## src/hdl/assert_macros.svh

```systemverilog
// ----------------------------------------------------------------------------
// Assertion macros
// Shared concurrent assertion forms used by the console modules.
// ----------------------------------------------------------------------------
`ifndef ASSERT_MACROS_SVH
`define ASSERT_MACROS_SVH

// Property must hold at every rising clock edge outside reset.
`define ASSERT_ALWAYS(label, clk, rst, prop, msg) \
   label: assert property (@(posedge clk) disable iff (rst) (prop)) else $error(msg);

// Antecedent in one cycle implies the consequent in the same cycle.
`define ASSERT_IMPLIES(label, clk, rst, ante, cons, msg) \
   label: assert property (@(posedge clk) disable iff (rst) (ante) |-> (cons)) else $error(msg);

// Antecedent in one cycle implies the consequent in the next cycle.
`define ASSERT_NEXT(label, clk, rst, ante, cons, msg) \
   label: assert property (@(posedge clk) disable iff (rst) (ante) |=> (cons)) else $error(msg);

`endif

```

## src/hdl/tcw_pkg.sv

```systemverilog
// ----------------------------------------------------------------------------
// tcw_pkg
// Types, codes and constants shared by the text console writer modules.
// ----------------------------------------------------------------------------
`default_nettype none

package tcw_pkg;

   // Stream payload widths (whole bytes).
   localparam int REQ_W = 32;
   localparam int RSP_W = 40;

   // Character codes.
   localparam logic [7:0] NEWLINE_CODE = 8'h0A;
   localparam logic [7:0] BLANK_CODE   = 8'h20;

   // Reset values of the color registers.
   localparam logic [3:0] FG_RESET = 4'hF;
   localparam logic [3:0] BG_RESET = 4'h0;

   // Configuration register indexes.
   localparam logic CSR_DEFAULT_FG = 1'b0;
   localparam logic CSR_DEFAULT_BG = 1'b1;

   typedef enum logic [1:0] {
      ACT_PUT_CHAR   = 2'd0,
      ACT_WRITE_CELL = 2'd1,
      ACT_CLEAR      = 2'd2,
      ACT_READ_CELL  = 2'd3
   } action_type;

   typedef enum logic [2:0] {
      ST_INIT,
      ST_IDLE,
      ST_READ,
      ST_SCROLL,
      ST_BLANK_ROW,
      ST_FILL
   } back_state_type;

   // Classified command passed from the front end to the executor.
   typedef struct packed {
      action_type  action;
      logic        is_newline;
      logic        bad_index;
      logic [7:0]  char_code;
      logic [10:0] cell_index;
      logic [7:0]  attr;
      logic        last;
   } cmd_type;

   // Result layout, lowest bits first.
   function automatic logic [RSP_W-1:0] pack_rsp(
      input logic [10:0] cursor_pos,
      input logic [10:0] shown_cursor,
      input logic [7:0]  read_char,
      input logic [7:0]  read_attr,
      input logic        scrolled,
      input logic        bad_index
   );
      return {bad_index, scrolled, read_attr, read_char, shown_cursor, cursor_pos};
   endfunction

endpackage

`default_nettype wire

```

## src/hdl/tcw_queue.sv

```systemverilog
// ----------------------------------------------------------------------------
// tcw_queue
// Two-entry command queue between the front end and the executor.
// ----------------------------------------------------------------------------
`default_nettype none

module tcw_queue (
   input  wire               clock,
   input  wire               reset,
   input  wire               in_valid,
   output logic              in_ready,
   input  tcw_pkg::cmd_type  in_data,
   output logic              out_valid,
   input  wire               out_pop,
   output tcw_pkg::cmd_type  out_data
);
   import tcw_pkg::*;

   cmd_type    entry_ff [2];
   logic       wr_ptr_ff, wr_ptr_in;
   logic       rd_ptr_ff, rd_ptr_in;
   logic [1:0] count_ff, count_in;
   logic       push, pop;

   assign in_ready  = (count_ff != 2'd2);
   assign out_valid = (count_ff != 2'd0);
   assign out_data  = entry_ff[rd_ptr_ff];
   assign push      = in_valid && in_ready;
   assign pop       = out_pop && out_valid;

   // Pointer and occupancy update.
   always_comb begin
      wr_ptr_in = push ? !wr_ptr_ff : wr_ptr_ff;
      rd_ptr_in = pop  ? !rd_ptr_ff : rd_ptr_ff;
      count_in  = count_ff;
      if (push && !pop) begin
         count_in = count_ff + 2'd1;
      end else if (pop && !push) begin
         count_in = count_ff - 2'd1;
      end
   end

   always_ff @(posedge clock) begin
      if (reset) begin
         wr_ptr_ff <= 1'b0;
         rd_ptr_ff <= 1'b0;
         count_ff  <= 2'd0;
      end else begin
         wr_ptr_ff <= wr_ptr_in;
         rd_ptr_ff <= rd_ptr_in;
         count_ff  <= count_in;
      end
   end

   always_ff @(posedge clock) begin
      if (push) begin
         entry_ff[wr_ptr_ff] <= in_data;
      end
   end

`include "assert_macros.svh"

   `ASSERT_IMPLIES(a_pop_not_empty, clock, reset, out_pop, out_valid, "pop from empty queue")

endmodule

`default_nettype wire

```

## config.mk

```make
export PLATFORM = sky130hd
export DESIGN_NAME = tcw_queue
export DESIGN_NICKNAME = d
export VERILOG_FILES = /design/src/hdl/tcw_pkg.sv /design/src/hdl/tcw_queue.sv
export VERILOG_INCLUDE_DIRS = /design/src /design/src/hdl
export SDC_FILE = /design/constraint.sdc
export NUM_CORES = 1
export LEC_CHECK = 0
export ABC_AREA = 1
export ABC_CLOCK_PERIOD_IN_PS = 3120
export BUFFER_PORTS_ARGS = -buffer_cell sky130_fd_sc_hd__buf_2
export CAP_MARGIN = 0
export CORE_AREA = 2 2 110 112
export CTS_BUF_LIST = sky130_fd_sc_hd__clkbuf_2
export DETAILED_ROUTE_END_ITERATION = 10
export DIE_AREA = 0 0 112 114
export GPL_ROUTABILITY_DRIVEN = 1
export PLACE_DENSITY = 0.46
export RECOVER_POWER = 25
export SLEW_MARGIN = 20
export SYNTH_ARGS = -nofsm -noshare
export SYNTH_HDL_FRONTEND = slang
export SYNTH_SLANG_ARGS = --single-unit
```

## constraint.sdc

```tcl
create_clock -name clock -period 3.12 [get_ports clock]
set_input_delay 0.312 -clock clock [delete_from_list [all_inputs] [get_ports clock]]
set_output_delay 0.312 -clock clock [all_outputs]
set_load 0.03 [all_outputs]
```

# Yosys cells after proc, flatten, opt, wreduce, memory -nomap -nowiden
# Memory sizes are Yosys's and may differ from the RTL's. A register that Yosys moved wholly into a read port is not among the register bits.
# Index checks and enable logic that the tools add are counted.
# op_classes
reduce_logical,10
n_mux,6
eq_ne,1
n_addsub,2
# ops
operator,n
$logic_and A1 B1 Y1,4
$logic_not A1 Y1,4
$mux W1,4
$mux W2,2
$reduce_bool A2 Y1,2
$add A2 B1 Y2 const B,1
$ne A2 B2 Y1 const B,1
$sub A2 B1 Y2 const B,1
# totals
ramBits,64
elab_cells,23
output_inout_bits,34
ff_bits,4
memories,1
# memory_table
name,depth,width,rd,rd_clocked_by_memory_dff,write_ports,line_no,text
entry_ff,2,32,1,1,1,tcw_queue.sv:19,cmd_type entry_ff [2];

# Depth between registers and ports, before layout
# Gate-level depths: netlist (run 1).
# depth
word_depth,6
depth_mapped,11
mapped_depth_nobuf,11

# Least setup slack after synthesis (run 1)
# No wires, ideal clock.
# synth_timing
kind,register to register
startpoint,reg count_ff[0]
endpoint,mem entry_ff[0][0] in the netlist's numbering (enable)
path_slack_ns,0.557
t_arrival_ns,2.142
t_required_ns,2.699
synth_period_minus_slack_ns,2.563
path_stages_with_launch,5
cell_sequence,dfxtp_1 -> inv_1 -> nand2_1 -> nand2_1 -> nor2_1
# synth_via
elab_chain_cells,4
# synth_lines
element,line_no,text
"start, declared",tcw_queue.sv:22,"logic [1:0] count_ff, count_in;"
"start signal, assigned",tcw_queue.sv:51,count_ff <= count_in;
$ne A2 B2 Y1,tcw_queue.sv:25,assign in_ready = (count_ff != 2'd2);
via in_ready,tcw_queue.sv:11,"output logic in_ready,"
$logic_and A1 B1 Y1,tcw_queue.sv:28,assign push = in_valid && in_ready;
$mux W1,tcw_queue.sv:56,if (push) begin
$mux W1 (implied by the code),tcw_queue.sv:57,entry_ff[wr_ptr_ff] <= in_data;
"end, declared",tcw_queue.sv:19,
# The timed path passes the listed nets, and every way through them passes these cells.

==> out/results.ini, run 1 <==
[placement]
dp_cells = 355
portBuffers = 69
gp_congestion = 0.585
dpl_worst_slack_ns = 1.24
dp_hpwl_mm = 3.28

[setup_path]
critPathSlowestCell = dfxtp_2
cp_max_fo = 16
crit_path_end_kind = output port
startpoint_type = flip-flop
cp_data_required_time_ns = 2.81
cp_cell_sequence = buf_4 -> mux2_4 -> buf_2
worstSetupPathType = reg -> out
crit_family = flip-flops
slowest_delay_ns = 0.71
arrival_ns = 2.03
cp_num_buf_inv = 2

[sta]
slew_headroom_pct = 49.0
setup-tns-final_ns = 0
tightest_slew_ns = 0.763
fin_skew_ns = 0.0243
worst_slack_ns = 0.777
period_share_pct = 75.1
finalSetupViolCount = 0
drv_slew = 0
rsz0062_at_grt = false
fin_crit_ns = 2.34
hold_viol_final = 0
max_freq_ghz = 0.427

[clock_tree]
tritoncts = built
clock_path_buffers = 2
cts.sinks = 69
htree_num_levels = 3
cts_resized = 0
cts_buffers = 9
clk_latency_ns = 0.49
clockRootBuffer = clkbuf_2
path_clk_slew_ns = 0.19

[synth]
synth_top_cell_area_share_pct = 71.0
synth_nets = 174
synth_area_um2 = 2710
synthTopCellsByArea = edfxtp_1 (71%), mux2_4 (17%), dfxtp_1 (3.7%)
synth.distinct_cells = 14
synth_top_area_cell = edfxtp_1
syn_inst = 137
ys.warnings.count = 0
avgSynthCellArea_um2 = 19.7
ys_seq_area_share_pct = 74.7
ys_ff_latch = 69

[global_route]
grt_pass1_vias = 1440
grt_max_degree = 25
grt_pass1_wl_mm = 7.38
grt_use_total_pct = 7.85
antenna_found_initial = 0
grt_overflow = 0

[power]
cellLeakagePower_nw = 1.39
vdd_drop_max_mv = 0.335
powerDensity_nw_per_um2 = 708
power_mw = 2.55

[drt]
drt_wl_total_mm = 4.92
drtPass1Iterations = 2
viasPerCell = 3.74
drtIter0Drc = 25
wl_per_cell_um = 12.2
drc = 0
vias = 1503
ant_nets = 0

[final_layout]
fin_cells = 402
diodes = 0
area_growth_pct = 33.0
final_net_count = 288
drive_gt1_share_pct = 40.8
final_cell_mix = edfxtp_1 (64), buf_2 (49), dlygate4sd3_1 (32)
final_common_cell = edfxtp_1
nFillCells = 1194

[floorplan]
die_w_um = 112
die_h_um = 114
core_area_um2 = 11700
die_area_um2 = 12800
pin_count = 70
std_cell_rows = 40
start_util_pct = 23.1

[run]
cap_violations = 0

[min_path]
holdCritPathClass = in -> reg

[run_status]
outcome = complete, no violations

==> tightest hold or removal path, delay by kind of cell <==
family / cells / cell delay [ns]
buf+inv: 2 / 0.15
simple gates: 2 / 0.11
==> routing by layer <==
metal | vias to the layer above | global-route usage, % | share of wire, %
li1 | 739 | - | -
met1 | 713 | 9.52 | 46
met2 | 43 | 11.8 | 46
met3 | 8 | 3.03 | 6.0
met4 | 0 | 4.88 | 2.2
met5 | - | 0 | 0
==> Yosys cell counts <==
master and number:
mux2_4 30, mux2_2 2, nand3_1 2, nand2_1 9, inv_1 8, dfxtp_1 5
buf_12 3, buf_6 1, ha_1 1, edfxtp_1 64, nor2_1 7, nand4_1 1
o21ai_0 2, a21oi_1 2
==> path summary, 6_finish.rpt <==
kind,from,endpoint,slack [ns],depth (start not counted)
min reg2reg,rd_ptr_ff$_SDFFE_PP0P_,rd_ptr_ff$_SDFFE_PP0P_,0.53,2
max reg2reg,count_ff[0]$_SDFFE_PP0P_,entry_ff[0][20]$_DFFE_PP_,1.26,5
max,flip-flop,out_data[16],0.78,3
min,reset,count_ff[1]$_SDFFE_PP0P_,0.09,4
==> stage by stage <==
stage          area, um^2  hold slack [ns]  utilization [%]
2_1_floorplan        2710            0.411                -
3_3_place_gp         3220            0.482             27.5
3_5_place_dp         3220            0.485             27.5
4_1_cts              3620           0.0289             30.9
5_1_grt              3600           0.0398             30.7
6_report             3600           0.0948             30.7
==> cell families after synthesis <==
logic type | after synthesis | share of synthesized area, %
flip-flops | 69 | 74.7
multiplexers | 32 | 17.5
AND/OR/NAND/NOR | 19 | 2.82
buffers and inverters | 12 | 3.75
AO/OA/AOI/OAI | 4 | 0.740
adder cells (fa/ha/maj) | 1 | 0.462
==> area by class of cell <==
| class | instances | area (um^2) | share of cell area (%) |
|---|---|---|---|
| sequential | 69 | 2020 | 56.2 |
| timing repair buffer | 107 | 686 | 19.1 |
| multi-input combinational | 56 | 597 | 16.6 |
| tap | 147 | 184 | 5.11 |
| clock buffer | 10 | 50.0 | 1.39 |
| inverter | 8 | 30.0 | 0.834 |
| clock inverter | 5 | 28.8 | 0.800 |
==> flip-flops by register name, indices dropped and copies added (netlist names), named ones only <==
name       cells
count_ff       2
rd_ptr_ff      1
wr_ptr_ff      1
entry_ff      64
==> report_power, final <==
part	internal [mW]	leakage (nW)	switching [mW]
clock	0.0981	0.0512	0.304
sequential	1.17	0.639	0.0671
combinational	0.369	0.696	0.539
total	1.64	1.39	0.910
==> what timing repair did <==
item	CTS	global route
setup buffers	0	0
endpoints found under the hold margin	64	0
hold buffers	32	0
No activity file was read; power rests on OpenSTA's default activity.
==> inputs of run 2 (changes only) <==
--- a/config.mk
+++ b/config.mk
@@ -7,7 +7,7 @@
 export NUM_CORES = 1
 export LEC_CHECK = 0
 export ABC_AREA = 1
-export ABC_CLOCK_PERIOD_IN_PS = 3120
+export ABC_CLOCK_PERIOD_IN_PS = 2260
 export BUFFER_PORTS_ARGS = -buffer_cell sky130_fd_sc_hd__buf_2
 export CAP_MARGIN = 0
 export CORE_AREA = 2 2 110 112
==> constraint.sdc (replaced) <==
create_clock -name clock -period 2.26 [get_ports clock]
set_input_delay 0.226 -clock clock [delete_from_list [all_inputs] [get_ports clock]]
set_output_delay 0.226 -clock clock [all_outputs]
set_load 0.03 [all_outputs]
==> run 2 against run 1 <==
Sequential share of layout area is 1.3 points lower. Total power rose by 48%. Clock skew decreased by 0.0079 ns. Hold slack improved by 0.15 ns.
==> out/results.ini, run 2 (synthesized netlist as in run 1, its figures left out) <==
[run_status]
outcome = complete, no violations

[floorplan]
die_h_um = 114
core_area_um2 = 11700
std_cell_rows = 40
die_area_um2 = 12800
start_util_pct = 23.1
die_w_um = 112
pin_count = 70

[sta]
finalSetupViolCount = 0
max_freq_ghz = 0.506
drv_slew = 0
rsz0062_at_grt = false
period_share_pct = 87.4
fin_crit_ns = 1.98
slew_headroom_pct = 73.0
fin_skew_ns = 0.0164
setup-tns-final_ns = 0
tightest_slew_ns = 0.405
hold_viol_final = 0

[clock_tree]
cts_buffers = 9
clockRootBuffer = clkbuf_2
clk_latency_ns = 0.48
cts.sinks = 69
tritoncts = built
htree_num_levels = 3
post_cts_buffers = 0
clock_path_buffers = 2
path_clk_slew_ns = 0.18
cts_hold_buf = 34
cts_resized = 0

[final_layout]
top_register = entry_ff
final_cell_mix = edfxtp_1 (64), buf_2 (58), dlygate4sd3_1 (34)
final_common_cell = edfxtp_1
diodes = 0
largest_reg_flops = 64
nFillCells = 1187
top_regs = entry_ff (64), count_ff (2)
drive_gt1_share_pct = 44.0
area_growth_pct = 36.2
fin_area_um2 = 3680
final_net_count = 290
fin_cells = 404

[setup_path]
arrival_ns = 1.75
startpoint_type = flip-flop
crit_path_end_kind = output port
worstSetupPathType = reg -> out
cp_data_required_time_ns = 2.03
cp_max_fo = 21

[min_path]
holdCritPathClass = in -> reg

[drt]
drtPass1Iterations = 4
vias = 1511
drt_wl_total_mm = 4.85
ant_nets = 0
viasPerCell = 3.74
drc = 0
drtIter0Drc = 32
wl_per_cell_um = 12.0

[global_route]
grt_use_total_pct = 7.81
grt_pass1_wl_mm = 7.42
grt_overflow = 0
antenna_found_initial = 0
grt_max_degree = 22
grt_pass1_vias = 1504

[placement]
gp_congestion = 0.596
placed_cell_area_um2 = 3220
portBuffers = 69
dp_cells = 355
dp_hpwl_mm = 3.18

[power]
powerDensity_nw_per_um2 = 1020
cellLeakagePower_nw = 1.44
vdd_drop_max_mv = 0.340

[run]
cap_violations = 0

[run 2: per-layer routing]
metal  GRT usage (%)  wire, um  vias up
li1                -         -      744
met1            8.68      2070      712
met2            12.7      2410       46
met3            2.76       280        9
met4            5.12        91        0
met5               0         0        -
[run 2: per-stage QoR]
step | setup WS (ns) | total power, mW | hold slack (ns) | utilization, %
after floorplan | -0.303 | 2.70 | 0.325 | -
after global routing | 0.138 | 3.96 | 0.199 | 31.5
after global placement | 0.762 | 2.97 | 0.415 | 27.5
after detailed placement | 0.695 | 2.98 | 0.417 | 27.5
after CTS | 0.178 | 3.83 | 0.186 | 31.6
final | 0.284 | 3.76 | 0.244 | 31.5
[run 2: path summary, 6_finish.rpt]
path,startpoint,to,slack [ns],cells past startpoint
setup / recovery,flip-flop,out_data[24],0.28,3
hold / removal,in_valid,wr_ptr_ff$_SDFFE_PP0P_,0.24,4
setup reg to reg,count_ff[0]$_SDFFE_PP0P_,count_ff[1]$_SDFFE_PP0P_,0.66,10
hold reg to reg,rd_ptr_ff$_SDFFE_PP0P_,rd_ptr_ff$_SDFFE_PP0P_,0.54,2
[run 2: worst max-delay path, cell delays in order, from the launching register on]
cell	delay (ns)
dfxtp_2	0.36
buf_4	0.36
mux2_2	0.38
buf_2	0.17
[run 2: report_power, final]
group          leakage (nW)  internal [mW]  switching [mW]
registers             0.639           1.61          0.0505
clock network        0.0720          0.360           0.432
logic                 0.729          0.514           0.788
total                  1.44           2.49            1.27
[run 2: layout make-up]
cell class | count | area, um^2 | share of cell area [%]
well taps | 147 | 184 | 4.99
clock inverters | 6 | 87.6 | 2.38
flip-flops and latches | 69 | 2020 | 54.9
repair buffers | 109 | 717 | 19.5
clock buffers | 9 | 45.0 | 1.22
inverters | 8 | 30.0 | 0.815
multi-input cells | 56 | 597 | 16.2
