**src/hdl/assert_macros.svh**
```systemverilog
// ----------------------------------------------------------------------------
// Assertion macros
// Shared concurrent assertion forms used by the console modules.
// ----------------------------------------------------------------------------
`ifndef ASSERT_MACROS_SVH
`define ASSERT_MACROS_SVH

// Property must hold at every rising clock edge outside reset.
`define ASSERT_ALWAYS(label, clk, rst, prop, msg) \
   label: assert property (@(posedge clk) disable iff (rst) (prop)) else $error(msg);

// Antecedent in one cycle implies the consequent in the same cycle.
`define ASSERT_IMPLIES(label, clk, rst, ante, cons, msg) \
   label: assert property (@(posedge clk) disable iff (rst) (ante) |-> (cons)) else $error(msg);

// Antecedent in one cycle implies the consequent in the next cycle.
`define ASSERT_NEXT(label, clk, rst, ante, cons, msg) \
   label: assert property (@(posedge clk) disable iff (rst) (ante) |=> (cons)) else $error(msg);

`endif

```
**src/hdl/tcw_pkg.sv**
```systemverilog
// ----------------------------------------------------------------------------
// tcw_pkg
// Types, codes and constants shared by the text console writer modules.
// ----------------------------------------------------------------------------
`default_nettype none

package tcw_pkg;

   // Stream payload widths (whole bytes).
   localparam int REQ_W = 32;
   localparam int RSP_W = 40;

   // Character codes.
   localparam logic [7:0] NEWLINE_CODE = 8'h0A;
   localparam logic [7:0] BLANK_CODE   = 8'h20;

   // Reset values of the color registers.
   localparam logic [3:0] FG_RESET = 4'hF;
   localparam logic [3:0] BG_RESET = 4'h0;

   // Configuration register indexes.
   localparam logic CSR_DEFAULT_FG = 1'b0;
   localparam logic CSR_DEFAULT_BG = 1'b1;

   typedef enum logic [1:0] {
      ACT_PUT_CHAR   = 2'd0,
      ACT_WRITE_CELL = 2'd1,
      ACT_CLEAR      = 2'd2,
      ACT_READ_CELL  = 2'd3
   } action_type;

   typedef enum logic [2:0] {
      ST_INIT,
      ST_IDLE,
      ST_READ,
      ST_SCROLL,
      ST_BLANK_ROW,
      ST_FILL
   } back_state_type;

   // Classified command passed from the front end to the executor.
   typedef struct packed {
      action_type  action;
      logic        is_newline;
      logic        bad_index;
      logic [7:0]  char_code;
      logic [10:0] cell_index;
      logic [7:0]  attr;
      logic        last;
   } cmd_type;

   // Result layout, lowest bits first.
   function automatic logic [RSP_W-1:0] pack_rsp(
      input logic [10:0] cursor_pos,
      input logic [10:0] shown_cursor,
      input logic [7:0]  read_char,
      input logic [7:0]  read_attr,
      input logic        scrolled,
      input logic        bad_index
   );
      return {bad_index, scrolled, read_attr, read_char, shown_cursor, cursor_pos};
   endfunction

endpackage

`default_nettype wire

```
**src/hdl/tcw_front.sv**
```systemverilog
// ----------------------------------------------------------------------------
// tcw_front
// Accepts request transactions, decodes and range-checks them into commands.
// ----------------------------------------------------------------------------
`default_nettype none

module tcw_front #(
   parameter int COLUMNS = 80,
   parameter int ROWS    = 25
) (
   input  wire                       clock,
   input  wire                       reset,
   input  wire                       hold,
   input  wire                       req_tvalid,
   output logic                      req_tready,
   input  wire [tcw_pkg::REQ_W-1:0]  req_tdata,
   input  wire [1:0]                 req_tuser,
   input  wire                       req_tlast,
   output logic                      cmd_valid,
   input  wire                       cmd_ready,
   output tcw_pkg::cmd_type          cmd_data
);
   import tcw_pkg::*;

   localparam int CELLS = COLUMNS * ROWS;

   logic    slot_valid_ff, slot_valid_in;
   cmd_type slot_ff, slot_in;
   logic    accept;

   // One holding slot: refill while the queue drains it.
   assign req_tready = !hold && (!slot_valid_ff || cmd_ready);
   assign accept     = req_tvalid && req_tready;
   assign cmd_valid  = slot_valid_ff;
   assign cmd_data   = slot_ff;

   // Decode the transaction fields into a command.
   always_comb begin
      slot_in.action     = action_type'(req_tuser);
      slot_in.char_code  = req_tdata[7:0];
      slot_in.cell_index = req_tdata[18:8];
      slot_in.attr       = {req_tdata[22:19], req_tdata[26:23]};
      slot_in.last       = req_tlast;
      slot_in.is_newline = (req_tdata[7:0] == NEWLINE_CODE);
      slot_in.bad_index  = (32'(req_tdata[18:8]) >= 32'(CELLS));
   end

   always_comb begin
      slot_valid_in = slot_valid_ff;
      if (accept) begin
         slot_valid_in = 1'b1;
      end else if (cmd_ready) begin
         slot_valid_in = 1'b0;
      end
   end

   always_ff @(posedge clock) begin
      if (reset) begin
         slot_valid_ff <= 1'b0;
      end else begin
         slot_valid_ff <= slot_valid_in;
      end
   end

   always_ff @(posedge clock) begin
      if (accept) begin
         slot_ff <= slot_in;
      end
   end

`include "assert_macros.svh"

   `ASSERT_NEXT(a_accept_fills_slot, clock, reset, accept, slot_valid_ff, "accepted request lost")
   `ASSERT_IMPLIES(a_no_accept_on_hold, clock, reset, hold, !req_tready, "request taken while held")

endmodule

`default_nettype wire

```
**config.mk**
```make
export PLATFORM = sky130hd
export DESIGN_NAME = tcw_front
export DESIGN_NICKNAME = d
export VERILOG_FILES = /design/src/hdl/tcw_pkg.sv /design/src/hdl/tcw_front.sv
export VERILOG_INCLUDE_DIRS = /design/src /design/src/hdl
export SDC_FILE = /design/constraint.sdc
export NUM_CORES = 1
export LEC_CHECK = 0
export BUFFER_PORTS_ARGS = -buffer_cell sky130_fd_sc_hd__buf_2
export CORE_UTILIZATION = 37
export CTS_CLUSTER_SIZE = 12
export DETAILED_ROUTE_END_ITERATION = 8
export GPL_ROUTABILITY_DRIVEN = 0
export PLACE_DENSITY = 0.79
export SKIP_LAST_GASP = 1
export SYNTH_ARGS = -nofsm -noshare
export SYNTH_HDL_FRONTEND = slang
export SYNTH_SLANG_ARGS = --single-unit
```
**constraint.sdc**
```tcl
create_clock -name clock -period 9.8 [get_ports clock]
set_input_delay 0.98 -clock clock [delete_from_list [all_inputs] [get_ports clock]]
set_output_delay 0.98 -clock clock [all_outputs]
set_load 0.05 [all_outputs]
```
* After elaboration in Yosys (flattened, before gate mapping)
Cells that the tools add are included.
Word-level totals: register bits after elaboration 33, bits in latches 0, bits in writable memories 0, ROM bits 0, bits of input ports 40, output and inout bits 34, word-level logic and storage cells 18, memories kept 0
Operators by class: add/subtract/negate cells 0, multiply operators 0, div/mod/pow operators 0, $lt $le $gt $ge 1, eq/ne operators 1, shift-type cells 0, multiplexer cells 2, bitwise operators 0, reductions and logical operators 6
Operators by type and width (count):
- 11-bit greater-or-equal comparator, second input constant | 1
- 8-bit by 4-bit == test with 1-bit output, second input constant | 1
- 1-bit logical AND | 2
- 1-bit zero test | 2
- 1-bit two-way mux | 2
- 2-bit nonzero test | 1
- 1-bit logical OR | 1

* Longest topological paths before layout
Gate-level depths: netlist of the first run.
depth after elaboration 5, gate-level depth with buffers 2, gate-level depth less buffers 2

* Worst setup path before layout of the first run
OpenSTA, ideal clock, no wires.
kind input-to-reg, start point input cmd_ready, end point register slot_ff (netlist bit cmd_data[0]), enable pin, arrival 3420 ps, data required time 9332 ps, path slack 5912 ps, cell stages on the path 2, cells stage by stage nor2b_1 > nor3b_1
Between the ends: word-level cells in the longest chain between the ends 3
Ends and longest elaborated chain:
- start: declaration | RTL line tcw_front.sv:20 | input wire cmd_ready,
- 1-bit logical OR | RTL line tcw_front.sv:32 | assign req_tready = !hold && (!slot_valid_ff || cmd_ready);
- 1-bit logical AND | RTL line tcw_front.sv:32
- 1-bit logical AND | RTL line tcw_front.sv:33 | assign accept = req_tvalid && req_tready;
- net accept | RTL line tcw_front.sv:29 | logic accept;
- end signal: assignment | RTL line tcw_front.sv:67 | slot_ff <= slot_in;
- end: declaration | RTL line tcw_front.sv:28 | cmd_type slot_ff, slot_in;
The timed path passes the listed nets, and every way through them passes these cells. A chain may end at the register's enable or synchronous reset.

* Worst setup path after layout of the first run
start point input cmd_ready, end point output req_tready
Between the ends: word-level cells in the longest chain between the ends 2
Ends and longest elaborated chain:
- 1-bit logical OR | RTL line tcw_front.sv:32
- 1-bit logical AND | RTL line tcw_front.sv:32
- end: declaration | RTL line tcw_front.sv:15 | output logic req_tready,
No other way between the ends.

==> results of run 1 <==
==> worst reg2reg max path, cell delays in order (launching register included) <==
cell and delay [ps]:
dfxtp_1 320, nor2b_1 160, nor3b_2 150, buf_4 380
==> sequential cells by signal (all words and copies together) (netlist names) <==
register	count
cmd_valid	1
cmd_data	32
==> final cells by class <==
class / count / area (µm²)
sequential: 33 / 981
fill: 204 / 1100
clock inverter: 3 / 12.5
timing repair buffer: 69 / 348
clock buffer: 5 / 37.5
tap: 30 / 37.5
multi-input combinational: 11 / 76.3
==> stage by stage <==
step | cells | utilization [%]
3_5_place_dp | 143 | 55.7
2_1_floorplan | 44 | -
4_1_cts | 151 | 57.6
5_1_grt | 151 | 57.6
6_report | 151 | 57.6
3_3_place_gp | 143 | 55.7
==> synth_stat cells <==
library cell / instances
edfxtp_1: 32
nor2_1: 3
nor2b_1: 2
dfxtp_1: 1
nand4_1: 1
nand4bb_1: 1
nor3b_1: 1
o21ai_0: 1
o21ba_2: 1
or4_1: 1
==> power groups by stage <==
stage,clock (mW),combinational (mW),sequential [mW]
floorplan,0,0.00426,0.188
global placement,0,0.0380,0.166
detailed placement,0,0.0388,0.166
CTS,0.0696,0.0388,0.163
global route,0.0763,0.0403,0.164
finish,0.0671,0.0386,0.163
==> cells by family (layout without fill, tap and decap cells) <==
logic type | Yosys count | in the layout | share of synthesized area (%)
flops | 33 | 33 | 93.2
simple gates | 9 | 9 | 5.35
compound gates | 2 | 2 | 1.43
buf+inv | 0 | 77 | 0
==> path summary, 6_finish.rpt <==
check,start,slack [ps],end,cells after the start
setup / recovery,cmd_ready,7260,req_tready,4
setup reg to reg,cmd_valid$_SDFFE_PP0P_,8440,cmd_data[26]$_DFFE_PP_,3
hold / removal,cmd_valid$_SDFFE_PP0P_,710,cmd_valid$_SDFFE_PP0P_,2
hold reg to reg,cmd_valid$_SDFFE_PP0P_,710,cmd_valid$_SDFFE_PP0P_,2
==> metal layers <==
metal	track usage [%]	vias to the layer above
li1	-	325
met1	14.8	316
met2	21.2	52
met3	6.09	6
met4	10.0	0
met5	0	-
==> flow_metrics.py, run 1 <==
metrics = {
    "sta": {
        "worst_slack_ps": 7260,
        "finClkSkew_ps": 6.12,
        "post-route-period-util_pct": 25.9,
        "whs_ps": 712,
        "final_hold_viol_count": 0,
        "finalSetupViolations": 0,
        "fmax_ghz": 0.394,
        "setup_tns_ps": 0,
        "relSlewSlack_pct": 73.2,
        "finalMaxSlewViolations": 0,
        "period_minus_slack_ps": 2540,
        "worstMarginPinSlew_ps": 402,
        "rsz0062_at_grt": "no",
    },
    "power_and_ir_drop": {
        "cellInternalPower_uw": 198,
        "clkPwrFrac_pct": 25.0,
        "swShare_pct": 26.4,
        "ir_drop_mv": 0.121,
        "total_power_uw": 269,
        "pwr-share-seq_pct": 60.7,
        "power_density_nw_per_um2": 180,
        "leakage_nw": 0.629,
        "p_sw_uw": 71.0,
        "power_frac_comb_pct": 14.4,
    },
    "clock_network": {
        "cts_resized": 0,
        "clock_path_buffers": 2,
        "insertion_delay_ps": 320,
        "clkTransAtPathRegs_ps": 90,
        "hold_buffers": 0,
        "cts_buffers": 5,
        "cts_setup_buffers": 0,
        "h-tree-depth": 2,
        "cts_tree": "yes",
        "ctsRootBufferMaster": "clkbuf_4",
        "cts_sinks": 33,
    },
    "yosys": {
        "ys_seq_area_share_pct": 93.2,
        "synth_area_per_cell_um2": 23.9,
        "synth_area_leaders": "edfxtp_1, dfxtp_1, nor2b_1, nand4bb_1, nor2_1",
        "synth.distinct_cells": 10,
        "netlist.top_cell.by_area": "edfxtp_1",
        "synth_fp_nets": 84,
        "yosys_warnings": 0,
        "synth_seq_cells": 33,
        "synth_top_area_share_pct": 91.3,
        "synthCells": 44,
        "synth_area_um2": 1050,
    },
    "setup_path": {
        "path_max_fanout": 3,
        "cp.required_ps": 8820,
        "cp_top_family": "buffers and inverters",
        "path_buf_inv": 2,
        "slowest_delay_ps": 210,
        "slowest_stage": "nor2b_1",
        "crit_path_frequent_cell": "buf_2",
        "cp-start-kind": "input pin",
        "critPathCaptureType": "primary output",
        "arrival_ps": 1560,
        "worstSetupPathType": "in -> out",
        "cp_cell_sequence": "buf_2 -> nor2b_1 -> nor2_1 -> buf_2",
    },
    "route": {
        "routed.top_layer": "met4",
        "wire_per_inst_um": 12.4,
        "drc_errors": 0,
        "dr_total_vias": 699,
        "wl_met2_um": 840,
        "wl_met3_um": 205,
        "drt-vias-per-instance": 4.63,
        "wl_met1_um": 786,
        "wl_mm": 1.88,
        "antenna_left": 0,
        "dr.first_iter.drc_count": 18,
        "firstDrtPassIters": 2,
    },
    "final_layout": {
        "final_area_um2": 1490,
        "final_common_cell": "buf_2",
        "area_delta_synth_final_pct": 41.9,
        "antenna_cells": 0,
        "layout.nets": 160,
        "final_cell_mix": "buf_2, edfxtp_1, clkbuf_4",
        "drive_gt1_share_pct": 63.6,
    },
    "place": {
        "io_buffers": 68,
        "hpwl_mm": 1.38,
        "post_dp_cell_area_um2": 1440,
        "place_ws_ps": 7250,
    },
    "floorplan": {
        "ios": 74,
        "rows": 18,
        "fp.dieArea_um2": 3060,
        "die_h_um": 55.3,
        "start_util_pct": 40.6,
        "core_um2": 2590,
        "die_w_um": 55.3,
    },
    "global_route": {
        "grt_pass1_vias": 705,
        "grt-ovfl-total": 0,
        "grt_max_degree": 33,
        "grt_util_all_layers_pct": 13.7,
        "grt_antenna_before_repair": 0,
        "grt_pass1_wl_mm": 3.04,
    },
    "status": {
        "status": "completed",
    },
    "hold_path": {
        "hold_class": "reg -> reg",
    },
    "run": {
        "cap_violations": 0,
    },
}
No activity file was read; power rests on OpenSTA's default activity.
==> run 2, diff against run 1 <==
--- a/config.mk
+++ b/config.mk
@@ -7,7 +7,7 @@
 export NUM_CORES = 1
 export LEC_CHECK = 0
 export BUFFER_PORTS_ARGS = -buffer_cell sky130_fd_sc_hd__buf_2
-export CORE_UTILIZATION = 37
+export CORE_UTILIZATION = 35
 export CTS_CLUSTER_SIZE = 12
 export DETAILED_ROUTE_END_ITERATION = 8
 export GPL_ROUTABILITY_DRIVEN = 0
==> constraint.sdc (replaced) <==
create_clock -name clock -period 2.3 [get_ports clock]
set_input_delay 0.23 -clock clock [delete_from_list [all_inputs] [get_ports clock]]
set_output_delay 0.23 -clock clock [all_outputs]
set_load 0.05 [all_outputs]
==> run 2 against run 1 <==
Against the previous run:
- clock skew hardly changed
- the flow now finishes with violations (DRC)
- critical endpoint unchanged
- final area is 4.5% higher
- count of clock-buffer cells in the layout stayed put
- sequential cell count stayed put
- core utilization is 2.0 points lower
==> flow_metrics.py, run 2 (synthesis gave the netlist of run 1 again) <==
metrics = {
    "setup_path": {
        "crit_cells": 3,
        "slowest_delay_ps": 340,
        "critPathCaptureType": "primary output",
        "r2r-start": "cmd_valid$_SDFFE_PP0P_",
        "rrSetupSlack_ps": 1040,
        "crit_path_end": "req_tready",
        "r2r_cells": 3,
        "cp-start-kind": "register",
        "cp_cell_sequence": "nor2b_1 -> nor2_1 -> buf_2",
        "arrival_ps": 1270,
        "worstSetupPathType": "reg -> out",
        "setup.worst_path.start": "cmd_valid$_SDFFE_PP0P_",
        "path_max_fanout": 3,
        "cp_top_family": "simple AND/OR/NAND/NOR gates",
        "cp.required_ps": 2070,
        "slowest_stage": "dfxtp_1",
        "rr_endpoint": "cmd_data[9]$_DFFE_PP_",
        "path_buf_inv": 1,
    },
    "power_and_ir_drop": {
        "cellInternalPower_mw": 1.07,
        "p_sw_uw": 316,
        "leakage_nw": 0.661,
        "pwr-share-seq_pct": 50.1,
        "ir_drop_mv": 0.502,
        "swShare_pct": 22.8,
        "power_frac_comb_pct": 12.1,
        "power_density_nw_per_um2": 888,
        "clkPwrFrac_pct": 37.8,
    },
    "route": {
        "wl_mm": 1.93,
        "firstDrtPassIters": 6,
        "drt-vias-per-instance": 4.58,
        "dr_total_vias": 701,
        "antenna_left": 0,
        "dr.first_iter.drc_count": 17,
        "drc_errors": 10,
        "wire_per_inst_um": 12.6,
    },
    "final_layout": {
        "drive_gt1_share_pct": 65.6,
        "largest_reg_flops": 32,
        "final_cell_mix": "buf_2, edfxtp_1, clkbuf_4",
        "final_common_cell": "buf_2",
        "final_cell_count_no_fill": 153,
        "area_delta_synth_final_pct": 48.3,
        "finalCoreUtilization_pct": 55.6,
        "layout.nets": 161,
        "antenna_cells": 0,
    },
    "status": {
        "violations": "DRC",
        "status": "complete, but fails checks",
    },
    "sta": {
        "setup_tns_ps": 0,
        "period_minus_slack_ps": 1500,
        "fmax_ghz": 0.669,
        "finalMaxSlewViolations": 0,
        "finClkSkew_ps": 6.48,
        "final_hold_viol_count": 0,
        "relSlewSlack_pct": 77.8,
        "worstMarginPinSlew_ps": 332,
        "worst_slack_ps": 805,
        "post-route-period-util_pct": 65.0,
        "rsz0062_at_grt": "no",
        "finalSetupViolations": 0,
    },
    "hold_path": {
        "holdPathStages": 1,
        "hold_class": "in -> reg",
    },
    "global_route": {
        "grt_antenna_before_repair": 0,
        "grt_pass1_vias": 733,
        "grt_util_all_layers_pct": 13.7,
        "grt-ovfl-total": 0,
        "grt_max_degree": 18,
        "grt_pass1_wl_mm": 3.07,
    },
    "clock_network": {
        "insertion_delay_ps": 330,
        "clkTransAtPathRegs_ps": 90,
        "h-tree-depth": 2,
        "ctsRootBufferMaster": "clkbuf_4",
        "cts_resized": 0,
        "cts_sinks": 33,
        "hold_buffers": 0,
        "cts_setup_buffers": 0,
        "clock_path_buffers": 2,
        "cts_tree": "yes",
        "cts_buffers": 5,
    },
    "place": {
        "dp_cells": 145,
        "hpwl_mm": 1.49,
        "place_ws_ps": 1050,
        "io_buffers": 68,
    },
    "floorplan": {
        "fp.dieArea_um2": 3230,
        "ios": 74,
        "start_util_pct": 37.5,
        "core_um2": 2810,
        "die_h_um": 56.8,
        "die_w_um": 56.8,
        "rows": 19,
    },
    "run": {
        "cap_violations": 0,
    },
}
-- run 2: layout make-up --
cell class / count / area [µm²]
clock buffers: 5 / 37.5
clock inverters: 3 / 65.1
fillers: 233 / 1240
multi-input cells: 11 / 82.6
flip-flops and latches: 33 / 981
well taps: 31 / 38.8
repair buffers: 70 / 355
-- run 2: per-layer routing --
metal	GRT usage [%]	routed length, µm
met1	12.5	657
met2	23.1	976
met3	8.06	249
met4	8.36	48
met5	0	0
-- run 2: how the worst min path moves through the flow --
stage	start	to	slack, ps
finish	req_tuser[0]	cmd_data[30]$_DFFE_PP_	70
global route	req_tuser[1]	cmd_data[31]$_DFFE_PP_	40
CTS	req_tuser[0]	cmd_data[30]$_DFFE_PP_	50
detailed placement	req_tuser[0]	cmd_data[30]$_DFFE_PP_	410
global placement	req_tuser[0]	cmd_data[30]$_DFFE_PP_	410
floorplan	req_tlast	cmd_data[0]$_DFFE_PP_	330
-- run 2: power groups by stage --
stage               Clock, mW  Combinational [mW]  Sequential, mW
floorplan                   0              0.0198           0.798
global placement            0               0.166           0.708
detailed placement          0               0.169           0.708
CTS                     0.541               0.169           0.695
global route            0.564               0.177           0.697
finish                  0.523               0.168           0.694
-- run 2: per-stage QoR --
step                      instance area, µm²  total power [mW]  hold WS, ps
after CTS                               1560              1.41         49.9
after global placement                  1460             0.873          407
final                                   1560              1.39         72.7
after detailed placement                1460             0.878          408
after global routing                    1560              1.44         42.1
after floorplan                         1060             0.818          329
==> run 3, diff against run 2 <==
--- a/config.mk
+++ b/config.mk
@@ -7,7 +7,7 @@
 export NUM_CORES = 1
 export LEC_CHECK = 0
 export BUFFER_PORTS_ARGS = -buffer_cell sky130_fd_sc_hd__buf_2
-export CORE_UTILIZATION = 35
+export CORE_UTILIZATION = 37
 export CTS_CLUSTER_SIZE = 12
 export DETAILED_ROUTE_END_ITERATION = 8
 export GPL_ROUTABILITY_DRIVEN = 0
==> constraint.sdc (replaced) <==
create_clock -name clock -period 1.44 [get_ports clock]
set_input_delay 0.144 -clock clock [delete_from_list [all_inputs] [get_ports clock]]
set_output_delay 0.144 -clock clock [all_outputs]
set_load 0.05 [all_outputs]
==> run 3 against run 2 <==
Against the previous run:
- the flow now finishes without violations
- via count is 11% higher
- critical path depth stayed put
- clock power is 13% lower
- worst hold slack worse by 50 ps
- first-iteration DRC count is 12% lower
- power is 36% higher
- sequential share of layout area is 5.3 points lower
- core utilization is 10 points higher
- non-clock buffer count is 18 higher
- combinational power is 87% higher
- critical path type unchanged
- critical endpoint unchanged
- largest cell class unchanged
- highest routed layer unchanged
==> flow_metrics.py, run 3 (synthesis gave the netlist of run 1 again) <==
metrics = {
    "setup_path": {
        "cp-start-kind": "register",
        "arrival_ps": 1120,
        "path_buf_inv": 1,
        "cp_top_family": "flip-flops",
        "setup.worst_path.start": "cmd_valid$_SDFFE_PP0P_",
        "slowest_stage": "dfxtp_4",
        "path_max_fanout": 3,
        "slowest_delay_ps": 350,
        "r2r_cells": 3,
        "worstSetupPathType": "reg -> out",
        "critPathCaptureType": "primary output",
        "cp_cell_sequence": "nor2b_4 -> nor2_1 -> buf_2",
        "rr_endpoint": "cmd_data[27]$_DFFE_PP_",
        "cp.required_ps": 1300,
        "r2r-start": "cmd_valid$_SDFFE_PP0P_",
        "rrSetupSlack_ps": 210,
    },
    "route": {
        "dr.first_iter.drc_count": 15,
        "wire_per_inst_um": 13.9,
        "wl_mm": 2.36,
        "firstDrtPassIters": 4,
        "drc_errors": 0,
        "dr_total_vias": 776,
        "drt-vias-per-instance": 4.56,
        "antenna_left": 0,
    },
    "hold_path": {
        "hold_start": "req_tdata[14]",
        "hold_class": "in -> reg",
        "hold_path_end": "cmd_data[15]$_DFFE_PP_",
        "holdPathStages": 1,
    },
    "clock_network": {
        "insertion_delay_ps": 300,
        "cts_buffers": 5,
        "clock_path_buffers": 2,
        "hold_buffers": 4,
        "h-tree-depth": 2,
        "cts_resized": 0,
        "cts_sinks": 33,
        "cts_setup_buffers": 0,
        "cts_tree": "yes",
        "clkTransAtPathRegs_ps": 90,
        "ctsRootBufferMaster": "clkbuf_4",
    },
    "floorplan": {
        "core_um2": 2590,
        "start_util_pct": 40.6,
        "fp.dieArea_um2": 3060,
        "rows": 18,
        "die_w_um": 55.3,
        "die_h_um": 55.3,
        "ios": 74,
    },
    "final_layout": {
        "final_area_um2": 1710,
        "multi_input_area_um2": 90.1,
        "final_cell_mix": "buf_2, edfxtp_1, dlygate4sd3_1",
        "layout.nets": 179,
        "area_delta_synth_final_pct": 62.7,
        "drive_gt1_share_pct": 55.7,
        "largest_reg_flops": 32,
        "antenna_cells": 0,
        "fillers": 179,
        "final_cell_count_no_fill": 170,
        "final_common_cell": "buf_2",
        "seqCellArea_um2": 985,
        "finalCoreUtilization_pct": 66.1,
    },
    "global_route": {
        "grt_max_degree": 33,
        "grt_util_all_layers_pct": 13.4,
        "grt_pass1_wl_mm": 2.97,
        "grt_pass1_vias": 684,
        "grt_antenna_before_repair": 0,
        "grt-ovfl-total": 0,
    },
    "sta": {
        "post-route-period-util_pct": 87.6,
        "period_minus_slack_ps": 1260,
        "whs_ps": 22.9,
        "finalMaxSlewViolations": 0,
        "setup_tns_ps": 0,
        "fmax_ghz": 0.793,
        "relSlewSlack_pct": 82.2,
        "rsz0062_at_grt": "no",
        "finClkSkew_ps": 2.78,
        "finalSetupViolations": 0,
        "worst_slack_ps": 179,
        "final_hold_viol_count": 0,
        "worstMarginPinSlew_ps": 269,
    },
    "power_and_ir_drop": {
        "power_density_nw_per_um2": 1100,
        "total_power_mw": 1.88,
        "ir_drop_mv": 0.759,
        "leakage_nw": 0.712,
    },
    "run": {
        "cap_violations": 0,
    },
    "status": {
        "status": "completed",
    },
    "place": {
        "hpwl_mm": 1.40,
        "dp_cells": 143,
        "io_buffers": 68,
        "place_ws_ps": 222,
        "post_dp_cell_area_um2": 1470,
    },
}
[run 3: cell types whose count changed in the layout (fill, tap and decap cells not counted)]
| cell | change |
|---|---|
| buf_12 | +1 |
| buf_4 | -2 |
| bufinv_16 | -2 |
| clkbuf_1 | +3 |
| clkinv_2 | -1 |
| dfxtp_1 | -1 |
| dfxtp_4 | +1 |
| dlygate4sd3_1 | +19 |
| nor2b_1 | -1 |
| nor2b_4 | +1 |
[run 3: routing by layer]
layer | wire length, µm | share of wire [%] | vias up | track usage (%)
met1 | 829 | 35 | 349 | 12.4
met3 | 284 | 12 | 4 | 6.79
met5 | 0 | 0 | - | 0
li1 | - | - | 365 | -
met2 | 1220 | 52 | 58 | 22.9
met4 | 31 | 1.3 | 0 | 8.57
[run 3: worst max path at each step]
stage	to	slack (ps)	cells past startpoint
4_1_cts	req_tready	160	3
3_3_place_gp	cmd_data[10]$_DFFE_PP_	240	3
3_5_place_dp	cmd_data[1]$_DFFE_PP_	220	3
5_1_grt	req_tready	80	3
2_1_floorplan	cmd_data[0]$_DFFE_PP_	-400	2
6_report	req_tready	180	3
[run 3: power by group]
| part | internal (mW) | switching [mW] | leakage, nW |
|---|---|---|---|
| Combinational | 0.108 | 0.207 | 0.378 |
| Sequential | 1.10 | 0.0107 | 0.307 |
| Clock | 0.194 | 0.261 | 0.0265 |
[run 3: area by class of cell]
| class | instances | share of cell area (%) |
|---|---|---|
| multi-input combinational | 11 | 5.26 |
| timing repair buffer | 88 | 32.2 |
| sequential | 33 | 57.5 |
| tap | 30 | 2.19 |
| clock buffer | 8 | 2.85 |
